--- config.mk ---
export PLATFORM = sky130hd
export DESIGN_NAME = rgbh_div
export DESIGN_NICKNAME = d
export VERILOG_FILES = /design/src/rtl/core/rgbh_pkg.sv /design/src/rtl/core/rgbh_div.sv
export SDC_FILE = /design/constraint.sdc
export NUM_CORES = 1
export LEC_CHECK = 0
export ABC_AREA = 1
export BUFFER_PORTS_ARGS = -buffer_cell sky130_fd_sc_hd__buf_2
export CORE_AREA = 3 3 136 138
export DETAILED_ROUTE_END_ITERATION = 6
export DIE_AREA = 0 0 139 141
export PLACE_DENSITY = 0.49
export SETUP_SLACK_MARGIN = 0.05
export SYNTH_ARGS = -nofsm -noshare
export SYNTH_HDL_FRONTEND = slang
export SYNTH_SLANG_ARGS = --single-unit
--- constraint.sdc ---
create_clock -name aclk -period 5.2 [get_ports aclk]
set_input_delay 0.78 -clock aclk [delete_from_list [all_inputs] [get_ports aclk]]
set_output_delay 0.78 -clock aclk [all_outputs]
set_load 0.02 [all_outputs]
--- src/rtl/core/rgbh_pkg.sv ---
// Shared types and constants for the RGB histogram block.
package rgbh_pkg;

    // Request kinds carried in s_tuser
    localparam logic [1:0] MODE_PIXEL = 2'd0;
    localparam logic [1:0] MODE_READ  = 2'd1;
    localparam logic [1:0] MODE_CLEAR = 2'd2;

    // Channel codes
    localparam logic [1:0] CH_RED   = 2'd0;
    localparam logic [1:0] CH_GREEN = 2'd1;
    localparam logic [1:0] CH_BLUE  = 2'd2;
    localparam logic [1:0] CH_NONE  = 2'd3;
    localparam int         CH_COUNT = 3;

    // Fixed field widths
    localparam int COMP_W    = 8;
    localparam int HEIGHT_W  = 12;
    localparam int OUT_CNT_W = 24;
    localparam int S_DATA_W  = 40;
    localparam int M_DATA_W  = 64;

    localparam logic [HEIGHT_W-1:0] PLOT_HEIGHT_RST = 12'd400;

    // Sequencer states
    typedef enum logic [2:0] {
        ST_CLEAR,
        ST_IDLE,
        ST_PIX_G,
        ST_PIX_B,
        ST_RD_ISSUE,
        ST_RD_DATA,
        ST_RD_START,
        ST_RD_DIV
    } hist_state_t;

    // Divider status toward the sequencer
    typedef struct packed {
        logic busy;
        logic done;
    } div_status_t;

endpackage

--- src/rtl/core/rgbh_div.sv ---
// Restoring divider that yields a HEIGHT_W-bit quotient, one bit per cycle.
module rgbh_div #(
    parameter int DEN_W = 24
) (
    input  logic                                  aclk,
    input  logic                                  aresetn,
    input  logic                                  start,
    input  logic [DEN_W+rgbh_pkg::HEIGHT_W-1:0]   dividend,
    input  logic [DEN_W-1:0]                      divisor,
    output logic [rgbh_pkg::HEIGHT_W-1:0]         quotient,
    output rgbh_pkg::div_status_t                 status
);
    import rgbh_pkg::*;

    localparam int STEP_W = $clog2(HEIGHT_W);

    logic [DEN_W-1:0]    r_reg;
    logic [DEN_W-1:0]    d_reg;
    logic [HEIGHT_W-1:0] n_reg;
    logic [HEIGHT_W-1:0] q_reg;
    logic [STEP_W-1:0]   step_reg;
    logic                busy_reg;
    logic                done_reg;

    logic [DEN_W:0]      trial;
    logic                fits;
    logic [DEN_W-1:0]    r_next;

    // Shift in the next dividend bit and try a subtract
    always_comb begin
        trial  = {r_reg, n_reg[HEIGHT_W-1]};
        fits   = (trial >= {1'b0, d_reg});
        r_next = fits ? DEN_W'(trial - {1'b0, d_reg}) : DEN_W'(trial);
    end

    // Control
    always_ff @(posedge aclk) begin
        if (!aresetn) begin
            busy_reg <= 1'b0;
            done_reg <= 1'b0;
            step_reg <= '0;
        end else if (start) begin
            busy_reg <= 1'b1;
            done_reg <= 1'b0;
            step_reg <= STEP_W'(HEIGHT_W - 1);
        end else if (busy_reg) begin
            if (step_reg == '0) begin
                busy_reg <= 1'b0;
                done_reg <= 1'b1;
            end else begin
                step_reg <= step_reg - 1'b1;
            end
        end
    end

    // Datapath; upper dividend bits are below the divisor by construction
    always_ff @(posedge aclk) begin
        if (start) begin
            r_reg <= dividend[DEN_W+HEIGHT_W-1 -: DEN_W];
            n_reg <= dividend[HEIGHT_W-1:0];
            d_reg <= divisor;
            q_reg <= '0;
        end else if (busy_reg) begin
            r_reg <= r_next;
            n_reg <= {n_reg[HEIGHT_W-2:0], 1'b0};
            q_reg <= {q_reg[HEIGHT_W-2:0], fits};
        end
    end

    assign quotient    = q_reg;
    assign status.busy = busy_reg;
    assign status.done = done_reg;

    a_start_idle: assert property (@(posedge aclk) disable iff (!aresetn)
        start |-> !busy_reg)
        else $error("divider started while busy");

    a_last_step_done: assert property (@(posedge aclk) disable iff (!aresetn)
        (busy_reg && !start && step_reg == '0) |=> (done_reg && !busy_reg))
        else $error("divider did not finish after last step");

    a_done_not_busy: assert property (@(posedge aclk) disable iff (!aresetn)
        done_reg |-> !busy_reg)
        else $error("divider done and busy at once");

endmodule

# [After elaboration in Yosys (flattened, before gate mapping)]
# Cells that the tools add are included.
[word_totals] output_inout_bits=14 ff_bits=78 input_bits=63 elab_cells=31
[op_classes] eq_ne=1 order_cmp=1 mux=11 bitwise=2 n_reduce_logical=6 add_sub_neg=2
[ops] op="2-to-1 mux 24 bit" count=3
[ops] op=">= comparator 25 x 24 -> 1 bit" count=1
[ops] op="2-to-1 mux 12 bit" count=2
[ops] op="subtractor 24 bit" count=1
[ops] op="2-to-1 mux 4 bit" count=3
[ops] op="AND reduction 2 bit" count=3
[ops] op="logical NOT 4 bit" count=1
[ops] op="subtractor 4 x 1 -> 4 bit, second input constant" count=1
[ops] op="2-to-1 mux 1 bit" count=3
[ops] op="!= test 2 bit, second input constant" count=1
[ops] op="NOT 1 bit" count=2
[ops] op="nonzero test 2 bit" count=1
[ops] op="OR reduction 2 bit" count=1

# [Depth between registers and ports, before layout]
[depth] ltp_word=4 depth_mapped=15 mapped_depth_nobuf=15

# [Least setup slack after synthesis]
# Ideal clock, no wire load.
[synth_timing] path_kind="input-to-reg" start="input port start" end="register n_reg[0], enable pin" required_ns=4.785 setup_ns=0.415 n_path_buf=1 path_slack_ns=2.591 stages=3 arrival_ns=2.194 path_cell_list="clkinv_1 -> nand2_1 -> clkbuf_1"
[synth_via] elab_chain_cells=1
[synth_rtl] element="start: declaration" line="rgbh_div.sv:7" source="input logic start,"
[synth_rtl] element="nonzero test 2 bit (no line)"
[synth_rtl] element="end signal: assignment" line="rgbh_div.sv:60" source="n_reg <= dividend[HEIGHT_W-1:0];"
[synth_rtl] element="end signal: assignment" line="rgbh_div.sv:65" source="n_reg <= {n_reg[HEIGHT_W-2:0], 1'b0};"
[synth_rtl] element="end: declaration" line="rgbh_div.sv:19" source="logic [HEIGHT_W-1:0] n_reg;"
# No other way between the ends.
# A chain may end at the register's enable or synchronous reset.

# [Worst setup path after layout]
[layout_timing] start="register r_reg[19]" end="register r_reg[13] (data pin)"
[layout_via] elab_chain_cells=4
[layout_rtl] element="start: declaration" line="rgbh_div.sv:17" source="logic [DEN_W-1:0] r_reg;"
[layout_rtl] element="start signal: assignment" line="rgbh_div.sv:59" source="r_reg <= dividend[DEN_W+HEIGHT_W-1 -: DEN_W];"
[layout_rtl] element="start signal: assignment" line="rgbh_div.sv:64" source="r_reg <= r_next;"
[layout_rtl] element=">= comparator 25 x 24 -> 1 bit" line="rgbh_div.sv:32" source="fits = (trial >= {1'b0, d_reg});"
[layout_rtl] element="2-to-1 mux 24 bit" line="rgbh_div.sv:33" source="r_next = fits ? DEN_W'(trial - {1'b0, d_reg}) : DEN_W'(trial);"
[layout_rtl] element="2-to-1 mux 24 bit" line="rgbh_div.sv:63" source="end else if (busy_reg) begin"
[layout_rtl] element="2-to-1 mux 24 bit" line="rgbh_div.sv:58" source="if (start) begin"
# No other way between the ends. The select of a mux whose other input is x is not followed.

==> results.md <==
- Status: complete, no violations
- Hold EP: done_reg$_SDFFE_PP0P_
- Core box area: 17300 um2
- Worst hold stages: 1
- Slew @ Worst Pin: 1.13 ns
- Postcts setup bufs: 0
- Clock Root Buffer: clkbuf_16
- Total gr overflow: 0
- Area delta synth->final: 16.8%
- Vias: approximately 4.5k
- Pwr Total: around 2.3 mW
- DRC: 0
- Synth Flop Type: edfxtp_1
- Slew headroom: 24.7%
- Top-count cell post-synth: nand2_1
- Setup total negative slack: 0 ns
- Hold Crit Start: done_reg$_SDFFE_PP0P_
- Final setup viols: 0
- Post-synth EDFFs: 60
- Global-route wire length before repair: roughly 22000 um
- DIE HEIGHT: 141 um
- Yosys warning total: 0
- Die width: 139 um
- Clk Latency, worst-skew pair: 0.35 ns
- CTS resizes: 0
- Reg2reg start: r_reg[19]$_DFFE_PP_
- Worst min path class: reg -> reg
- Synth area leader: edfxtp_1
- DP HPWL: 9900 um
- CTS Buffer Depth: 2
- Port Buffers: between 70 and 80
- CTS clk-pin slew, worst paths: 0.07 ns
- Final core occ: 35.3%
- Setup Crit Path Kind: reg -> reg
- Post-CTS Hold Fix Bufs: 0
- Largest net degree at the start of global routing: between 60 and 70
- Worst R2R End: r_reg[13]$_DFFE_PP_
- Clk_skew: 0.0160 ns
- CTS tree: built
- Final count of hold timing violations: 0
- Antenna-violating nets left: 0
- Fillers: about 1.9k
- Register area: 2160 um2
- Fin crit share: 52.0%
- PnR worst setup slack: 2.50 ns
- Power per cell area: 378 nW/um2
- Drt pass-1 iters: 4
- Area contributors post-synth: edfxtp_1 34%, nand2_1 20%, inv_1 9.1%, dfxtp_1 6.9%, ha_1 6.2%
- Syn_nets: 801
- IO Count: 77
- Distinct cells, synth: 36
- Worst endpoint data arrival time: 2.91 ns
- Area of the multi-input gates: 2470 um2
- Critical-path maximum fanout: 25
- Vias/cell: 4.45
- H-tree levels: 3
- Fraction of layout cells with a size suffix above 1: between 10% and 20%
- Antenna violations before repair: 2
- Startpoint class of the critical path: flop
- Pre-CTS WS: 2.47 ns
- Max cap viols: 0
- GRT Util Overall: 14.2%
- Placer Congestion: 0.872
- Static Leak: roughly 3.1 nW
- Rows: 48
- Flop-to-flop setup slack: 2.50 ns
- Synth top area share: 34.5%
- Mapped Cells: 711
- Fraction of registers with async set/reset: 0%
- Min Tclk post-route: ~2.7 ns
- Reg2reg path depth: 12
- Initial Util: 30.2%
- Unrepaired setup endpoints after global routing: no
- CTS buffer count: 9
- Initial DRC Count: 232
- Max Clk Rate: 370 MHz
- Sequential share of the synthesized area: 41.4%
- Mapped cell area: 5230 um2
- Peak supply drop: 192 uV
- Seq cells post-synth: 78
- Required time of the critical path: 5.41 ns
- Full die area: a little under 20000 um2
- Final #Nets: 872
- Slew Limit Fails: 0
- Total wire length: ~14000 um
- WL/cell: about 13 um
- Vias in the first global route: roughly 4.6k
- Syn avg cell area: approximately 7.3 um2
- Critical path endpoint category: flop
- Post-synth top cells: 272 x nand2_1, 127 x inv_1, 60 x edfxtp_1
- CTS Sinks: 78
==> per-stage QoR <==
step / hold WS (ns) / area (um2) / instances
after floorplan: 0.442 / 5230 / 711
after global placement: 0.458 / 5800 / 996
after detailed placement: 0.466 / 5800 / 996
after CTS: 0.481 / 6100 / 1012
after global routing: 0.500 / 6100 / 1013
final: 0.471 / 6100 / 1013
==> how the worst max path moves through the flow <==
| stage | depth (start not counted) | end | from | slack [ns] |
|---|---|---|---|---|
| 6_report | 12 | r_reg[13]$_DFFE_PP_ | r_reg[19]$_DFFE_PP_ | 2.50 |
| 5_1_grt | 12 | r_reg[12]$_DFFE_PP_ | r_reg[19]$_DFFE_PP_ | 2.19 |
| 4_1_cts | 10 | r_reg[13]$_DFFE_PP_ | r_reg[12]$_DFFE_PP_ | 2.45 |
| 3_5_place_dp | 10 | r_reg[13]$_DFFE_PP_ | r_reg[12]$_DFFE_PP_ | 2.47 |
| 3_3_place_gp | 10 | r_reg[10]$_DFFE_PP_ | r_reg[12]$_DFFE_PP_ | 2.53 |
| 2_1_floorplan | 3 | n_reg[0]$_SDFFCE_PN0P_ | start | 2.59 |
==> cells in the final DEF (no fill, tap or decap), drive strengths merged, types with 2 or more instances in the layout <==
cell and count:
xnor2 9, ha 26, edfxtp 60, clkbuf 10
dfxtp 18, nand2 276, inv 131, o21a 2
o21ai 4, nand4 6, nor2 37, a21oi 21
nor3 5, o22ai 10, nand3b 25, buf 78
nand3 56, clkinv 5
==> kinds of logic after synthesis <==
kind of cell               count (synthesis)  synth area share (%)
and+or+nand+nor                          408                  34.6
buffers and inverters                    149                  11.4
DFF                                       78                  41.4
AOI/OAI and AO/OA                         40                  4.48
adders and majority gates                 27                  6.61
xor gates and xnor gates                   9                  1.51
==> report_power, final <==
part           total [mW]  switching, mW  leakage [nW]  internal, mW
Sequential          0.798         0.0332         0.749         0.765
Clock               0.660          0.283         0.147         0.377
Combinational       0.850          0.545          2.22         0.305
==> critical path: stages, from the launching register on <==
cell	delay [ns]
edfxtp_1	0.39
ha_1	0.39
nand2_1	0.14
inv_1	0.05
nand2_1	0.05
nand3_1	0.08
nand2_1	0.08
nand3_2	0.09
nor2_4	0.57
nand2_4	0.37
nand2_1	0.14
nand3_1	0.09
nand2_1	0.09
==> layer usage <==
layer | up-vias | track usage (%) | wire length (um)
met5 | - | 0 | 13
li1 | 2386 | - | -
met4 | 2 | 3.96 | 187
met3 | 16 | 4.04 | 669
met1 | 2013 | 18.5 | 6670
met2 | 90 | 23.2 | 6030
==> area by class of cell <==
cell class | count | area share (%)
multi-input combinational | 484 | 40.5
sequential | 78 | 35.4
inverter | 131 | 8.06
timing repair buffer | 78 | 6.48
tap | 225 | 4.61
clock buffer | 10 | 3.75
clock inverter | 6 | 1.15
antenna | 1 | 0.0410
Note: power is estimated with default switching activity, not from simulation.
